## src/hw/rtl/fl_pkg.sv

```systemverilog
// Shared constants, codes and root table function for the focal loss unit.
`timescale 1ns / 1ps

package fl_pkg;

    localparam int FRAC_BITS = 16;
    localparam int MAX_BATCH_DEF = 1024;

    localparam int PROB_W = 17;
    localparam int GAMMA_W = 16;
    localparam int ALPHA_W = 17;
    localparam int LOSS_W = 20;
    localparam int GRAD_W = 22;
    localparam int BCNT_W = 32;
    localparam int CFG_W = 17;
    localparam int CFG_IDX_W = 1;

    localparam logic [CFG_IDX_W-1:0] CFG_GAMMA = 1'd0;
    localparam logic [CFG_IDX_W-1:0] CFG_ALPHA = 1'd1;

    localparam logic [GAMMA_W-1:0] GAMMA_RST = 16'd8192;
    localparam logic [ALPHA_W-1:0] ALPHA_RST = 17'd16384;
    localparam logic [GAMMA_W-1:0] GAMMA_MAX = 16'd32768;
    localparam logic [ALPHA_W-1:0] ONE_FX = 17'd65536;
    localparam logic [LOSS_W-1:0] LOSS_MAX = 20'd786432;
    localparam logic [29:0] SUM_MAX = 30'h3FFF_FFFF;
    localparam logic [29:0] LN2_Q30 = 30'd744261118;

    // Floor integer square root, elaboration use only.
    function automatic logic [63:0] isqrt64(input logic [63:0] n_in);
        logic [63:0] n;
        logic [63:0] res;
        logic [63:0] bt;
        n = n_in;
        res = 64'd0;
        bt = 64'h4000_0000_0000_0000;
        while (bt > n) bt = bt >> 2;
        while (bt != 64'd0) begin
            if (n >= res + bt) begin
                n = n - (res + bt);
                res = (res >> 1) + bt;
            end else begin
                res = res >> 1;
            end
            bt = bt >> 2;
        end
        return res;
    endfunction

    // 2^-(2^-k) in Q0.30, by repeated square roots of one half.
    function automatic logic [30:0] root_q30(input int k);
        logic [63:0] r;
        r = 64'd1 << 29;
        for (int j = 1; j <= k; j++) r = isqrt64(r << 30);
        return r[30:0];
    endfunction

endpackage

```

## src/hw/rtl/fl_in_if.sv

```systemverilog
// Input sample channel of the focal loss unit.
`timescale 1ns / 1ps

interface fl_in_if;
    logic                          valid;
    logic                          ready;
    logic                          op;
    logic [fl_pkg::PROB_W-1:0]     prob_q16;
    logic                          target_bit;
    logic                          class_in_range;
    logic                          last_in_batch;

    modport source (output valid, op, prob_q16, target_bit, class_in_range, last_in_batch,
                    input ready);
    modport sink (input valid, op, prob_q16, target_bit, class_in_range, last_in_batch,
                  output ready);
endinterface

```

## src/hw/rtl/fl_out_if.sv

```systemverilog
// Result channel of the focal loss unit.
`timescale 1ns / 1ps

interface fl_out_if;
    logic                                valid;
    logic                                ready;
    logic [fl_pkg::LOSS_W-1:0]           loss_q16;
    logic signed [fl_pkg::GRAD_W-1:0]    grad_q16;
    logic [fl_pkg::LOSS_W-1:0]           batch_mean_q16;
    logic                                mean_valid;
    logic [fl_pkg::BCNT_W-1:0]           batches_done;

    modport source (output valid, loss_q16, grad_q16, batch_mean_q16, mean_valid,
                    batches_done, input ready);
    modport sink (input valid, loss_q16, grad_q16, batch_mean_q16, mean_valid,
                  batches_done, output ready);
endinterface

```

## src/hw/rtl/focal_loss_unit.sv

```systemverilog
// Focal loss unit: per-sample loss and gradient plus batch mean on one shared multiplier.
//
//   channel   dir   handshake        contents
//   i_in      in    valid/ready      op, prob_q16, target_bit, class_in_range, last_in_batch
//   o_out     out   valid/ready      loss_q16, grad_q16, batch_mean_q16, mean_valid, batches_done
//   i_cfg_*   in    write enable     gamma_q12 (index 0), alpha_q16 (index 1)
//
// Each sample steps through the sequencer states from acceptance to result; when the focusing
// weight underflows to zero the root products are skipped, and the batch mean adds a 31-step
// restoring divider on the last sample of a batch. The 32x32 multiplier does the products:
// 2x16 squarings for the two logarithms, 16 root products for the power, seven scaling products.
// i_in.ready is high only while the sequencer is idle; a finished result waits in the
// output register, and a second one holds the sequencer until that register drains.
// Synchronous active-low reset clears the sequencer, sums and counters and loads the configuration defaults.
`timescale 1ns / 1ps

module focal_loss_unit #(
    parameter int MAX_BATCH = fl_pkg::MAX_BATCH_DEF
) (
    input  logic                           i_clk,
    input  logic                           i_rst_n,
    input  logic                           i_cfg_we,
    input  logic [fl_pkg::CFG_IDX_W-1:0]   i_cfg_idx,
    input  logic [fl_pkg::CFG_W-1:0]       i_cfg_data,
    fl_in_if.sink                          i_in,
    fl_out_if.source                       o_out
);

    localparam int F = fl_pkg::FRAC_BITS;
    localparam int CW = $clog2(MAX_BATCH + 1);

    localparam logic [3:0] S_IDLE = 4'd0;
    localparam logic [3:0] S_NORM = 4'd1;
    localparam logic [3:0] S_SQ   = 4'd2;
    localparam logic [3:0] S_NLN  = 4'd3;
    localparam logic [3:0] S_EXP  = 4'd4;
    localparam logic [3:0] S_POW  = 4'd5;
    localparam logic [3:0] S_WSH  = 4'd6;
    localparam logic [3:0] S_AW   = 4'd7;
    localparam logic [3:0] S_LOSS = 4'd8;
    localparam logic [3:0] S_PN   = 4'd9;
    localparam logic [3:0] S_GT   = 4'd10;
    localparam logic [3:0] S_MAG  = 4'd11;
    localparam logic [3:0] S_ACC  = 4'd12;
    localparam logic [3:0] S_DIV  = 4'd13;
    localparam logic [3:0] S_DONE = 4'd14;

    logic [30:0] w_root [F];
    for (genvar k = 0; k < F; k++) begin : g_root
        assign w_root[k] = fl_pkg::root_q30(k + 1);
    end

    // control
    logic [3:0]  r_state, n_state;
    logic [4:0]  r_cnt, n_cnt;
    logic        r_phase, n_phase;
    logic [15:0] r_gamma, n_gamma;
    logic [16:0] r_alpha, n_alpha;
    logic [29:0] r_sum, n_sum;
    logic [CW-1:0] r_count, n_count;
    logic [31:0] r_bc, n_bc;
    logic        r_ov, n_ov;

    // payload
    logic        r_op, n_op, r_tbit, n_tbit, r_cir, n_cir, r_last, n_last;
    logic [15:0] r_pt, n_pt, r_q, n_q, r_x, n_x;
    logic [16:0] r_at, n_at, r_g, n_g;
    logic [31:0] r_y, n_y;
    logic [4:0]  r_lb, n_lb;
    logic [15:0] r_frac, n_frac;
    logic [20:0] r_lpt, n_lpt, r_lq, n_lq;
    logic [19:0] r_nln, n_nln, r_pn, n_pn;
    logic [23:0] r_e, n_e, r_tmag, n_tmag;
    logic [30:0] r_acc, n_acc;
    logic [16:0] r_w, n_w, r_aw, n_aw;
    logic [19:0] r_loss, n_loss;
    logic        r_neg, n_neg;
    logic [21:0] r_grad, n_grad;
    logic [30:0] r_dvd, n_dvd;
    logic [CW-1:0] r_dvs, n_dvs, r_rem, n_rem;
    logic [19:0] r_oloss, n_oloss, r_omean, n_omean;
    logic [21:0] r_ograd, n_ograd;
    logic        r_omv, n_omv;
    logic [31:0] r_obc, n_obc;

    // shared multiplier
    logic [31:0] m_a, m_b;
    logic [63:0] m_p;

    logic [16:0] c_p;
    logic [4:0]  c_b;
    logic [20:0] c_l;
    logic [31:0] c_y2;
    logic [4:0]  c_sh;
    logic [31:0] c_wsum;
    logic [63:0] c_rnd16;
    logic [20:0] c_lraw;
    logic [24:0] c_mag;
    logic [30:0] c_sum;
    logic [CW-1:0] c_cnt, c_n;
    logic [CW:0] c_rs;

    always_comb begin
        m_a = 32'd0;
        m_b = 32'd0;
        case (r_state)
            S_SQ: begin
                m_a = r_y;
                m_b = r_y;
            end
            S_NLN: begin
                m_a = 32'(r_lpt);
                m_b = 32'(fl_pkg::LN2_Q30);
            end
            S_EXP: begin
                m_a = 32'(r_g);
                m_b = 32'(r_lq);
            end
            S_POW: begin
                m_a = 32'(r_acc);
                m_b = 32'(w_root[r_cnt[3:0]]);
            end
            S_AW: begin
                m_a = 32'(r_at);
                m_b = 32'(r_w);
            end
            S_LOSS: begin
                m_a = 32'(r_aw);
                m_b = 32'(r_nln);
            end
            S_PN: begin
                m_a = 32'(r_nln);
                m_b = 32'(r_pt);
            end
            S_GT: begin
                m_a = 32'(r_g);
                m_b = 32'(r_pn);
            end
            S_MAG: begin
                m_a = 32'(r_aw);
                m_b = 32'(r_tmag);
            end
            default: begin
                m_a = 32'd0;
                m_b = 32'd0;
            end
        endcase
    end

    assign m_p = 64'(m_a) * 64'(m_b);
    assign c_rnd16 = m_p + 64'd32768;

    always_comb begin
        c_p = i_in.prob_q16;
        if (c_p < 17'd1) c_p = 17'd1;
        if (c_p > fl_pkg::ONE_FX - 17'd1) c_p = fl_pkg::ONE_FX - 17'd1;

        c_b = 5'd0;
        for (int i = 0; i < F; i++) begin
            if (r_x[i]) c_b = 5'(i);
        end

        c_y2 = m_p[61:30];
        c_l = {r_lb, 16'd0} - 21'(r_frac);
        c_sh = r_e[20:16] + 5'd14;
        c_wsum = 32'(r_acc) + (32'd1 << (c_sh - 5'd1));
        c_lraw = c_rnd16[36:16];
        c_mag = c_rnd16[40:16];

        c_sum = 31'(r_sum) + 31'(r_loss);
        c_cnt = r_count;
        if (r_count < CW'(MAX_BATCH)) begin
            c_cnt = r_count + CW'(1);
            if (c_sum > 31'(fl_pkg::SUM_MAX)) c_sum = 31'(fl_pkg::SUM_MAX);
        end else begin
            c_sum = 31'(r_sum);
        end
        c_n = (c_cnt == '0) ? CW'(1) : c_cnt;
        c_rs = {r_rem, r_dvd[30]};
    end

    always_comb begin
        n_state = r_state;
        n_cnt = r_cnt;
        n_phase = r_phase;
        n_gamma = r_gamma;
        n_alpha = r_alpha;
        n_sum = r_sum;
        n_count = r_count;
        n_bc = r_bc;
        n_ov = r_ov;
        n_op = r_op;
        n_tbit = r_tbit;
        n_cir = r_cir;
        n_last = r_last;
        n_pt = r_pt;
        n_q = r_q;
        n_x = r_x;
        n_at = r_at;
        n_g = r_g;
        n_y = r_y;
        n_lb = r_lb;
        n_frac = r_frac;
        n_lpt = r_lpt;
        n_lq = r_lq;
        n_nln = r_nln;
        n_pn = r_pn;
        n_e = r_e;
        n_tmag = r_tmag;
        n_acc = r_acc;
        n_w = r_w;
        n_aw = r_aw;
        n_loss = r_loss;
        n_neg = r_neg;
        n_grad = r_grad;
        n_dvd = r_dvd;
        n_dvs = r_dvs;
        n_rem = r_rem;
        n_oloss = r_oloss;
        n_omean = r_omean;
        n_ograd = r_ograd;
        n_omv = r_omv;
        n_obc = r_obc;

        if (i_cfg_we) begin
            case (i_cfg_idx)
                fl_pkg::CFG_GAMMA: n_gamma = i_cfg_data[15:0];
                fl_pkg::CFG_ALPHA: n_alpha = i_cfg_data;
                default: ;
            endcase
        end

        if (r_ov && o_out.ready) n_ov = 1'b0;

        case (r_state)
            S_IDLE: begin
                if (i_in.valid) begin
                    n_op = i_in.op;
                    n_tbit = i_in.target_bit;
                    n_cir = i_in.class_in_range;
                    n_last = i_in.last_in_batch;
                    n_g = (r_gamma > fl_pkg::GAMMA_MAX) ? 17'(fl_pkg::GAMMA_MAX)
                                                        : 17'(r_gamma);
                    if (!i_in.op && !i_in.target_bit) begin
                        n_pt = 16'(fl_pkg::ONE_FX - c_p);
                    end else begin
                        n_pt = c_p[15:0];
                    end
                    if (i_in.op) begin
                        n_at = fl_pkg::ONE_FX;
                    end else if (i_in.target_bit) begin
                        n_at = (r_alpha > fl_pkg::ONE_FX) ? fl_pkg::ONE_FX : r_alpha;
                    end else begin
                        n_at = (r_alpha > fl_pkg::ONE_FX) ? 17'd0
                                                          : fl_pkg::ONE_FX - r_alpha;
                    end
                    n_x = n_pt;
                    n_q = 16'(fl_pkg::ONE_FX - 17'(n_pt));
                    n_phase = 1'b0;
                    n_state = S_NORM;
                end
            end
            S_NORM: begin
                n_y = 32'(r_x) << (5'd30 - c_b);
                n_lb = 5'(F) - c_b;
                n_frac = 16'd0;
                n_cnt = 5'd0;
                n_state = S_SQ;
            end
            S_SQ: begin
                if (c_y2[31]) begin
                    n_y = c_y2 >> 1;
                    n_frac = {r_frac[14:0], 1'b1};
                end else begin
                    n_y = c_y2;
                    n_frac = {r_frac[14:0], 1'b0};
                end
                n_cnt = r_cnt + 5'd1;
                if (r_cnt == 5'(F - 1)) begin
                    // finish the log on the next cycle from the completed fraction
                    n_state = S_SQ;
                    n_cnt = 5'd16;
                end
                if (r_cnt == 5'd16) begin
                    n_y = r_y;
                    n_frac = r_frac;
                    if (!r_phase) begin
                        n_lpt = c_l;
                        n_x = r_q;
                        n_phase = 1'b1;
                        n_state = S_NORM;
                    end else begin
                        n_lq = c_l;
                        n_state = S_NLN;
                    end
                end
            end
            S_NLN: begin
                n_nln = 20'((m_p + 64'd536870912) >> 30);
                n_state = S_EXP;
            end
            S_EXP: begin
                n_e = 24'((m_p + 64'd2048) >> 12);
                n_acc = 31'h4000_0000;
                n_cnt = 5'd0;
                if (n_e[23:16] > 8'(F)) begin
                    n_w = 17'd0;
                    n_state = S_AW;
                end else begin
                    n_state = S_POW;
                end
            end
            S_POW: begin
                if (r_e[4'(F - 1) - r_cnt[3:0]]) n_acc = m_p[60:30];
                n_cnt = r_cnt + 5'd1;
                if (r_cnt == 5'(F - 1)) n_state = S_WSH;
            end
            S_WSH: begin
                n_w = 17'(c_wsum >> c_sh);
                n_state = S_AW;
            end
            S_AW: begin
                n_aw = c_rnd16[32:16];
                n_state = S_LOSS;
            end
            S_LOSS: begin
                if (r_op && !r_cir) begin
                    n_loss = 20'd0;
                end else if (c_lraw > 21'(fl_pkg::LOSS_MAX)) begin
                    n_loss = fl_pkg::LOSS_MAX;
                end else begin
                    n_loss = c_lraw[19:0];
                end
                n_state = S_PN;
            end
            S_PN: begin
                n_pn = c_rnd16[35:16];
                n_state = S_GT;
            end
            S_GT: begin
                n_e = 24'((m_p + 64'd2048) >> 12);
                if (n_e > 24'(r_q)) begin
                    n_tmag = n_e - 24'(r_q);
                    n_neg = !r_tbit;
                end else begin
                    n_tmag = 24'(r_q) - n_e;
                    n_neg = r_tbit;
                end
                n_state = S_MAG;
            end
            S_MAG: begin
                if (r_op) begin
                    n_grad = 22'd0;
                end else if (r_neg) begin
                    n_grad = 22'(25'd0 - c_mag);
                end else begin
                    n_grad = c_mag[21:0];
                end
                n_state = S_ACC;
            end
            S_ACC: begin
                if (r_last) begin
                    n_dvd = c_sum + 31'(c_n >> 1);
                    n_dvs = c_n;
                    n_rem = '0;
                    n_cnt = 5'd0;
                    n_sum = 30'd0;
                    n_count = '0;
                    n_bc = r_bc + 32'd1;
                    n_state = S_DIV;
                end else begin
                    n_sum = c_sum[29:0];
                    n_count = c_cnt;
                    n_state = S_DONE;
                end
            end
            S_DIV: begin
                if (c_rs >= {1'b0, r_dvs}) begin
                    n_rem = CW'(c_rs - {1'b0, r_dvs});
                    n_dvd = {r_dvd[29:0], 1'b1};
                end else begin
                    n_rem = c_rs[CW-1:0];
                    n_dvd = {r_dvd[29:0], 1'b0};
                end
                n_cnt = r_cnt + 5'd1;
                if (r_cnt == 5'd30) n_state = S_DONE;
            end
            S_DONE: begin
                // hold until the output register is free
                if (!r_ov || o_out.ready) begin
                    n_oloss = r_loss;
                    n_ograd = r_grad;
                    n_omv = r_last;
                    n_obc = r_bc;
                    if (!r_last) begin
                        n_omean = 20'd0;
                    end else if (r_dvd > 31'(fl_pkg::LOSS_MAX)) begin
                        n_omean = fl_pkg::LOSS_MAX;
                    end else begin
                        n_omean = r_dvd[19:0];
                    end
                    n_ov = 1'b1;
                    n_state = S_IDLE;
                end
            end
            default: n_state = S_IDLE;
        endcase
    end

    always_ff @(posedge i_clk) begin
        if (!i_rst_n) begin
            r_state <= S_IDLE;
            r_cnt <= 5'd0;
            r_phase <= 1'b0;
            r_gamma <= fl_pkg::GAMMA_RST;
            r_alpha <= fl_pkg::ALPHA_RST;
            r_sum <= 30'd0;
            r_count <= '0;
            r_bc <= 32'd0;
            r_ov <= 1'b0;
        end else begin
            r_state <= n_state;
            r_cnt <= n_cnt;
            r_phase <= n_phase;
            r_gamma <= n_gamma;
            r_alpha <= n_alpha;
            r_sum <= n_sum;
            r_count <= n_count;
            r_bc <= n_bc;
            r_ov <= n_ov;
        end
    end

    always_ff @(posedge i_clk) begin
        r_op <= n_op;
        r_tbit <= n_tbit;
        r_cir <= n_cir;
        r_last <= n_last;
        r_pt <= n_pt;
        r_q <= n_q;
        r_x <= n_x;
        r_at <= n_at;
        r_g <= n_g;
        r_y <= n_y;
        r_lb <= n_lb;
        r_frac <= n_frac;
        r_lpt <= n_lpt;
        r_lq <= n_lq;
        r_nln <= n_nln;
        r_pn <= n_pn;
        r_e <= n_e;
        r_tmag <= n_tmag;
        r_acc <= n_acc;
        r_w <= n_w;
        r_aw <= n_aw;
        r_loss <= n_loss;
        r_neg <= n_neg;
        r_grad <= n_grad;
        r_dvd <= n_dvd;
        r_dvs <= n_dvs;
        r_rem <= n_rem;
        r_oloss <= n_oloss;
        r_omean <= n_omean;
        r_ograd <= n_ograd;
        r_omv <= n_omv;
        r_obc <= n_obc;
    end

    assign i_in.ready = (r_state == S_IDLE);
    assign o_out.valid = r_ov;
    assign o_out.loss_q16 = r_oloss;
    assign o_out.grad_q16 = r_ograd;
    assign o_out.batch_mean_q16 = r_omean;
    assign o_out.mean_valid = r_omv;
    assign o_out.batches_done = r_obc;

endmodule

```

## src/flat_wrapper.sv

```systemverilog
// flat-port wrapper written by rule: the top's interface ports become plain ports
module focal_loss_unit_flat 
#(
    parameter int MAX_BATCH = fl_pkg::MAX_BATCH_DEF
)
  (i_clk, i_rst_n, i_cfg_we, i_cfg_idx, i_cfg_data, i_in_valid, i_in_op, i_in_prob_q16, i_in_target_bit, i_in_class_in_range, i_in_last_in_batch, i_in_ready, o_out_valid, o_out_loss_q16, o_out_grad_q16, o_out_batch_mean_q16, o_out_mean_valid, o_out_batches_done, o_out_ready);
  fl_in_if i_in_i ();
  fl_out_if o_out_i ();
  input  logic i_clk;
  input  logic i_rst_n;
  input  logic i_cfg_we;
  input  logic [fl_pkg::CFG_IDX_W-1:0] i_cfg_idx;
  input  logic [fl_pkg::CFG_W-1:0] i_cfg_data;
  input wire logic [$bits(i_in_i.valid)-1:0] i_in_valid;
  input wire logic [$bits(i_in_i.op)-1:0] i_in_op;
  input wire logic [$bits(i_in_i.prob_q16)-1:0] i_in_prob_q16;
  input wire logic [$bits(i_in_i.target_bit)-1:0] i_in_target_bit;
  input wire logic [$bits(i_in_i.class_in_range)-1:0] i_in_class_in_range;
  input wire logic [$bits(i_in_i.last_in_batch)-1:0] i_in_last_in_batch;
  output wire logic [$bits(i_in_i.ready)-1:0] i_in_ready;
  output wire logic [$bits(o_out_i.valid)-1:0] o_out_valid;
  output wire logic [$bits(o_out_i.loss_q16)-1:0] o_out_loss_q16;
  output wire logic [$bits(o_out_i.grad_q16)-1:0] o_out_grad_q16;
  output wire logic [$bits(o_out_i.batch_mean_q16)-1:0] o_out_batch_mean_q16;
  output wire logic [$bits(o_out_i.mean_valid)-1:0] o_out_mean_valid;
  output wire logic [$bits(o_out_i.batches_done)-1:0] o_out_batches_done;
  input wire logic [$bits(o_out_i.ready)-1:0] o_out_ready;
  assign i_in_i.valid = i_in_valid;
  assign i_in_i.op = i_in_op;
  assign i_in_i.prob_q16 = i_in_prob_q16;
  assign i_in_i.target_bit = i_in_target_bit;
  assign i_in_i.class_in_range = i_in_class_in_range;
  assign i_in_i.last_in_batch = i_in_last_in_batch;
  assign i_in_ready = i_in_i.ready;
  assign o_out_valid = o_out_i.valid;
  assign o_out_loss_q16 = o_out_i.loss_q16;
  assign o_out_grad_q16 = o_out_i.grad_q16;
  assign o_out_batch_mean_q16 = o_out_i.batch_mean_q16;
  assign o_out_mean_valid = o_out_i.mean_valid;
  assign o_out_batches_done = o_out_i.batches_done;
  assign o_out_i.ready = o_out_ready;
  focal_loss_unit #(.MAX_BATCH(MAX_BATCH)) u_core (.i_clk(i_clk), .i_rst_n(i_rst_n), .i_cfg_we(i_cfg_we), .i_cfg_idx(i_cfg_idx), .i_cfg_data(i_cfg_data), .i_in(i_in_i), .o_out(o_out_i));
endmodule
```

## config.mk

```make
export PLATFORM = sky130hd
export DESIGN_NAME = focal_loss_unit_flat
export DESIGN_NICKNAME = d
export VERILOG_FILES = /design/src/hw/rtl/fl_pkg.sv /design/src/hw/rtl/fl_in_if.sv /design/src/hw/rtl/fl_out_if.sv /design/src/hw/rtl/focal_loss_unit.sv /design/src/flat_wrapper.sv
export SDC_FILE = /design/constraint.sdc
export NUM_CORES = 2
export LEC_CHECK = 0
export BUFFER_PORTS_ARGS = -buffer_cell sky130_fd_sc_hd__buf_2
export CORE_ASPECT_RATIO = 1.1
export CORE_MARGIN = 3
export CORE_UTILIZATION = 40
export DETAILED_ROUTE_END_ITERATION = 8
export PLACE_DENSITY = 0.63
export SLEW_MARGIN = 20
export SYNTH_ARGS = -nofsm -noshare
export SYNTH_HDL_FRONTEND = slang
export SYNTH_SLANG_ARGS = --single-unit
```

## constraint.sdc

```tcl
create_clock -name i_clk -period 12.55 [get_ports i_clk]
set_input_delay 0 -clock i_clk [delete_from_list [all_inputs] [get_ports i_clk]]
set_output_delay 0 -clock i_clk [all_outputs]
set_load 0.01 [all_outputs]
```

== Yosys cells after proc, flatten, opt, wreduce, memory -nomap -nowiden ==
Memory sizes are Yosys's and may differ from the RTL's.
Cells that the tools add are included.

* Bits of input ports: 44
* Output and inout bits: 97
* Bits in registers: 639
* Bits in read-only memories: 496
* Logic and storage cells: 234
* Memories kept: 1

* Shift operators: 3
* Multiply operators: 1
* Muxes and demuxes: 79
* Eq/ne operators: 28
* Order comparisons: 13
* Reduce and logical (&&, ||, !) cells: 38
* Add/sub/neg operators: 22
* Bitwise gates (word level): 4

{| class="wikitable"
|+ Memories
! name !! depth !! bits a word !! read ports !! clocked after memory_dff !! write ports !! line !! RTL
|-
| (name not given) || 16 || 31 || 1 || 0 || 0 || focal_loss_unit.sv:121 || <nowiki>m_b = 32'(w_root[r_cnt[3:0]]);</nowiki>
|}

{| class="wikitable"
|+ Operator list
! operator !! number
|-
| $pmux 32 s9 || 1
|-
| $pmux 32 s7 || 1
|-
| $mux 31 || 7
|-
| $mux 16 || 8
|-
| $pmux 31 s2 || 2
|-
| $mux 17 || 5
|-
| $pmux 16 s2 || 2
|-
| $pmux 32 s2 || 1
|-
| $mul 32x32->62 || 1
|-
| $pmux 4 s15 || 1
|-
| $mux 4 || 14
|-
| $mux 11 || 5
|-
| $add 50x30->50 const B || 1
|-
| $mux 20 || 2
|-
| $add 38x16->38 const B || 1
|-
| $add 36x12->36 const B || 1
|-
| $pmux 17 s2 || 1
|-
| $add 31x32->32 || 1
|-
| $add 32x1->32 const B || 1
|-
| $mux 32 || 1
|-
| $shl 1x5->32 const A || 1
|-
| $shl 16x5->32 || 1
|-
| $shr 32x5->17 || 1
|-
| $sub 1x16->16 const A || 2
|-
| other kinds (61) || 126
|}

== Depth between registers and ports, before layout ==
* Depth in word-level cells: 18
* Gate-level depth with buffers: 54
* Gate-level depth less buffers: 48

== Least setup slack after synthesis ==
No wires, ideal clock.

* Path kind: register to register
* From: reg u_core.r_state[0]
* To: reg u_core.r_tmag[1], data pin
* Setup time: 260 ps
* Arrival time: 12438 ps
* Clock period less this slack: 12698 ps
* Data required time: 12290 ps
* Path buffers: 8
* Cell stages (with the launch flop): 47
* Path slack: -148 ps
* Path through: dfxtp_1 buf_4 buf_4 clkbuf_1 nand2_1 nor3_1 clkbuf_1 clkbuf_1 a22oi_1 nand3_1 a31oi_1 clkbuf_1 nor2_1 fa_1 fa_1 fa_1 inv_1 fa_1 [... 11 more ...] or4_1 o311ai_0 nor3_1 nand4_1 nor3_2 and2_1 xnor2_1 ha_1 o21a_1 a2111oi_0 o41ai_1 a21oi_1 nor2_1 o21ai_0 nand3_1 nor2_2 buf_4 mux2_2

* Cells in the longest elaborated chain, start to end: 7
* Elaborated cells between the ends (all ways): 19
* Those cells by class: 3 x add/sub; 1 x mul; 1 x order compare; 9 x eq/ne; 3 x mux; 2 x reduce/logical

{| class="wikitable"
|+ RTL lines
! item !! line !! RTL
|-
| start: declaration || focal_loss_unit.sv:54 || <nowiki>logic [3:0] r_state, n_state;</nowiki>
|-
| start signal: assignment || focal_loss_unit.sv:422 || <nowiki>r_state <= n_state;</nowiki>
|-
| $eq 4x4->1 or $eq 4x3->1 (tied branches) || focal_loss_unit.sv:106 || <nowiki>case (r_state)</nowiki>
|-
| $reduce_or 2->1 (no source line) || n/a ||
|-
| $pmux 32 s7 || focal_loss_unit.sv:106 ||
|-
| $mul 32x32->62 (*) || focal_loss_unit.sv:150 || <nowiki>assign m_p = 64'(m_a) * 64'(m_b);</nowiki>
|-
| $add 36x12->36 (*) || focal_loss_unit.sv:341 || <nowiki>n_e = 24'((m_p + 64'd2048) >> 12);</nowiki>
|-
| $sub 16x24->24 (tied with other cells) || focal_loss_unit.sv:346 || <nowiki>n_tmag = 24'(r_q) - n_e;</nowiki>
|-
| $mux 24 (*) || focal_loss_unit.sv:342 || <nowiki>if (n_e > 24'(r_q)) begin</nowiki>
|-
| end signal: assignment || focal_loss_unit.sv:452 || <nowiki>r_tmag <= n_tmag;</nowiki>
|-
| end: declaration || focal_loss_unit.sv:73 || <nowiki>logic [23:0] r_e, n_e, r_tmag, n_tmag;</nowiki>
|}

Mark *: on every way between the ends. The rest lies on a longest branch, timed or not.
A chain may end at the register's enable or synchronous reset.

== Worst setup path after layout ==
* From: reg u_core.r_state[0]
* To: reg u_core.r_grad[16], data pin

* Cells in the longest elaborated chain, start to end: 7
* Elaborated cells between the ends (all ways): 17
* Those cells by class: 2 x add/sub; 1 x mul; 9 x eq/ne; 3 x mux; 2 x reduce/logical

{| class="wikitable"
|+ RTL lines
! item !! line !! RTL
|-
| $eq 4x4->1 or $eq 4x3->1 (tied branches) || focal_loss_unit.sv:106 ||
|-
| $reduce_or 2->1 (no source line) || n/a ||
|-
| $pmux 32 s7 || focal_loss_unit.sv:106 ||
|-
| $mul 32x32->62 (*) || focal_loss_unit.sv:150 ||
|-
| $add 38x16->38 (*) || focal_loss_unit.sv:151 || <nowiki>assign c_rnd16 = m_p + 64'd32768;</nowiki>
|-
| named net u_core.c_rnd16[21] || focal_loss_unit.sv:96 || <nowiki>logic [63:0] c_rnd16;</nowiki>
|-
| $sub 1x22->22 (*) || focal_loss_unit.sv:355 || <nowiki>n_grad = 22'(25'd0 - c_mag);</nowiki>
|-
| $mux 22 (*) || focal_loss_unit.sv:354 || <nowiki>end else if (r_neg) begin</nowiki>
|-
| end signal: assignment || focal_loss_unit.sv:458 || <nowiki>r_grad <= n_grad;</nowiki>
|-
| end: declaration || focal_loss_unit.sv:78 || <nowiki>logic [21:0] r_grad, n_grad;</nowiki>
|}

Mark *: on every way through the listed nets, which the timed path passes. The rest lies on a longest branch.

==> metrics.md <==
| Metric | Value |
|---|---|
| Status | `finished with violations` |
| Failing checks | `DRC` |
| Core Region | `173,000 um2` |
| Worst Hold End | `u_core.r_q[13]` |
| # setup viols final | `0` |
| Iteration-0 DRC Markers | `between 6,000 and 7,000` |
| # IOs | `141` |
| Worst-path maximum fanout | `19` |
| Post-synth EDFFs | `520` |
| Fin nets | `9,165` |
| Synth area leaders | `fa_1 26%, edfxtp_1 22%, ha_1 6.7%, inv_1 6.0%, nand2_1 5.2%` |
| Compound-Gate Fraction of Synth Area | `10.2%` |
| Mapped Nets | `8,867` |
| PD cells | `around 190 nW/um2` |
| Synth Area in Adders | `between 30 and 40%` |
| #FFs+latches synth | `around 640` |
| Fin worst setup slack | `0.373 ns` |
| Post-synth top area share | `between 20% and 30%` |
| Worst flop-to-flop path startpoint | `u_core.r_state[0]` |
| Multiplexer share of the synthesized area | `about 2.4%` |
| GP Congestion | `between 1 and 1.5` |
| Crit end category | `flop` |
| Ys flop type | `edfxtp_1` |
| Worst path max stage delay | `between 0.9 and 1 ns` |
| P&R area growth vs syn | `12.5%` |
| Worst VDD drop | `between 0.2 and 0.3 mV` |
| Min-Delay Path Class | `in -> reg` |
| Post-DRT Antenna Nets | `0` |
| Fin Setup TNS | `0 ns` |
| FFs w/ async S/R, synth | `0%` |
| Netlist cell types | `between 100 and 150` |
| Die width | `404 um` |
| Max Freq | `slightly above 80 MHz` |
| Final Hold Fails | `0` |
| TritonCTS clock tree | `done` |
| Sequential share of the synthesized area | `approximately a quarter` |
| Sequential Area | `about 18,000 um2` |
| Reg-to-Reg End | `u_core.r_grad[16]` |
| Vias per cell | `between 5 and 6` |
| Worst-skew pair later-pin latency | `0.66 ns` |
| DR pass1 iterations | `9` |
| Root buffer cell | `clkbuf_16` |
| # fillers | `~17,000` |
| Largest net degree at the start of global routing | `just under 80` |
| Final Power | `around 15,000 uW` |
| Worst-case clock buffer depth | `3` |
| Clock slew at reported path FFs | `approximately 0.070 ns` |
| Initial antenna violation count | `11` |
| Clock sinks | `roughly 640` |
| Fin util | `approximately 45%` |
| Max-slew violation count | `0` |
| Count of input and output buffers | `140` |
| Hold_sp | `i_in_prob_q16[13]` |
| Worst setup path class | `reg -> reg` |
| Pre-CTS setup slack | `0.110 ns` |
| Simple-Gate Fraction of Synth Area | `~17%` |
| Fin crit period | `~12 ns` |
| Initial Util | `between 40% and 50%` |
| Final WL | `between 200,000 and 300,000 um` |
| Detailed placer's ending HPWL | `around 220,000 um` |
| Max-cap violations | `0` |
| Vias in the first global route | `between 50,000 and 60,000` |
| Hold path depth | `3` |
| Total track usage | `between 20 and 30%` |
| Avg Cell Area, Syn | `~9.3 um2` |
| Drt wl/cell | `between 20 and 30 um` |
| Die area | `180,000 um2` |
| Most common cell on crit path | `fa_1` |
| Worst reg2reg setup slack | `roughly 0.37 ns` |
| First-pass GRT wire length | `394,000 um` |
| Relative slew slack | `roughly 15%` |
| YS warnings | `0` |
| Vias | `57,782` |
| Main combinational cell family by area after synthesis | `adder cells` |
| Post-synth top area cell | `fa_1` |
| Worst-case reg-to-reg path depth | `35` |
| Period utilization | `a little over nine tenths` |
| FP Rows | `160` |
| Total gr overflow | `0` |
| WP data required | `12.89 ns` |
| Nature of the critical path startpoint | `flop` |
| Final Skew | `between 0.03 and 0.04 ns` |
| Fraction of layout cells with a size suffix above 1 | `~11%` |
| Slowest cell on crit path | `a31oi_1` |
| Cells after Synth | `about 7,500` |
| H-tree Lvls | `3` |
| Total CTS buffers | `just under 70` |
| Arrival time worst endpoint | `12.52 ns` |
| Leakage dissipation | `~0.034 uW` |
| Post-route DRC | `3` |
| Least-Margin Pin Slew | `roughly 1.3 ns` |
| Xor and xnor area share after synthesis | `4.04%` |
| Die H | `444 um` |
| Multi-input logic area | `roughly 47,000 um2` |
| Area of the mapped netlist | `around 70,000 um2` |
## synth_stat cells (all sizes together) (55+ instances only)
master	number
inv	1112
nand2	975
fa	900
nor2	820
edfxtp	520
ha	375
clkbuf	325
a21oi	259
xnor2	246
o21ai	199
and2	138
nand3	135
dfxtp	117
mux2i	117
nor3	113
nor2b	102
a21o	87
xor2	75
a22oi	70
buf	56
nand4	55
## sequential cells by signal, summed over array words and instances (netlist names), 22 cells and up
| name | cells |
|---|---|
| u_core.r_acc | 31 |
| u_core.r_tmag | 24 |
| u_core.r_y | 32 |
| u_core.o_out.batches_done | 32 |
| u_core.r_bc | 32 |
| u_core.r_dvd | 31 |
| u_core.o_out.grad_q16 | 22 |
| u_core.r_sum | 30 |
| u_core.r_grad | 22 |
## repair_timing
item	in CTS	in global routing
setup buffers	0	15
hold endpoints to repair	76	10
setup endpoints to repair	1	106
resized for setup	1	60
pin swaps	0	16
hold buffers	48	1
gates cloned	0	1
## cells by family after synthesis
kind of cell | after synthesis
simple gates | 2621
buf+inv | 1495
fa+ha+maj | 1275
compound gates | 1049
flops | 637
xor+xnor | 321
mux | 150
## final cells by class
class / instances / area share (%)
Antenna cell: 7 / 0.0223
Sequential cell: 637 / 22.9
Multi-Input combinational cell: 5416 / 59.4
Clock inverter: 40 / 0.583
Inverter: 1114 / 5.32
Clock buffer: 86 / 2.41
Timing Repair Buffer: 608 / 5.84
Tap cell: 2268 / 3.61
## worst max path at each step
stage	startpoint	endpoint	slack (ns)	cells past startpoint
after detailed placement	u_core.r_state[3]	u_core.r_tmag[19]	0.11	45
after global routing	u_core.r_state[1]	u_core.r_tmag[19]	-0.02	42
after CTS	u_core.r_state[3]	u_core.r_tmag[19]	0.009	45
final	u_core.r_state[0]	u_core.r_grad[16]	0.37	35
after floorplan	u_core.r_state[0]	u_core.r_tmag[1]	0.002	46
after global placement	u_core.r_state[3]	u_core.r_y[6]	0.14	40
## layer usage
layer | vias to the layer above | GRT usage [%] | part of all wire [%]
met2 | 2639 | 46.6 | 45
met4 | 0 | 14.7 | 6.0
met5 | - | 0 | 0
met3 | 515 | 5.11 | 8.2
li1 | 25308 | - | -
met1 | 29320 | 40.0 | 41
## where the power goes
part           total (uW)  switching (uW)  internal, uW
Clock                2170             924          1250
Combinational        9460            6160          3290
Sequential           3230             330          2900
## worst max-delay path: cells and delay by family (launching register included)
kind / cells / cell delay, ns
mux: 1 / 0.37
xor+xnor: 2 / 0.37
compound gates: 4 / 1.70
flops: 1 / 0.41
fa+ha+maj: 8 / 3.86
simple gates: 12 / 3.97
buf+inv: 8 / 1.13
## stage by stage
stage | instances | cell area (um2) | hold WS [ns]
after floorplan | 7548 | 69800 | 0.0989
after global placement | 9978 | 75300 | 0.228
after detailed placement | 9978 | 75300 | 0.231
after CTS | 10152 | 78200 | 0.00994
after global routing | 10170 | 78500 | 0.0436
final | 10176 | 78600 | 0.0386
## cells in the final DEF (no fill, tap or decap), types with 55 or more instances in the layout
cell and n:
inv_1 1107, nand2_1 972, fa_1 900, nor2_1 802, edfxtp_1 520, buf_4 394
ha_1 375, a21oi_1 250, xnor2_1 245, o21ai_0 189, buf_2 141, and2_1 136
nand3_1 128, mux2i_1 117, dfxtp_1 115, nor3_1 107, nor2b_1 100, a21o_1 85
xor2_1 72, clkbuf_16 72, a22oi_1 70, nand4_1 55
Power figures use the tool's default switching activity.
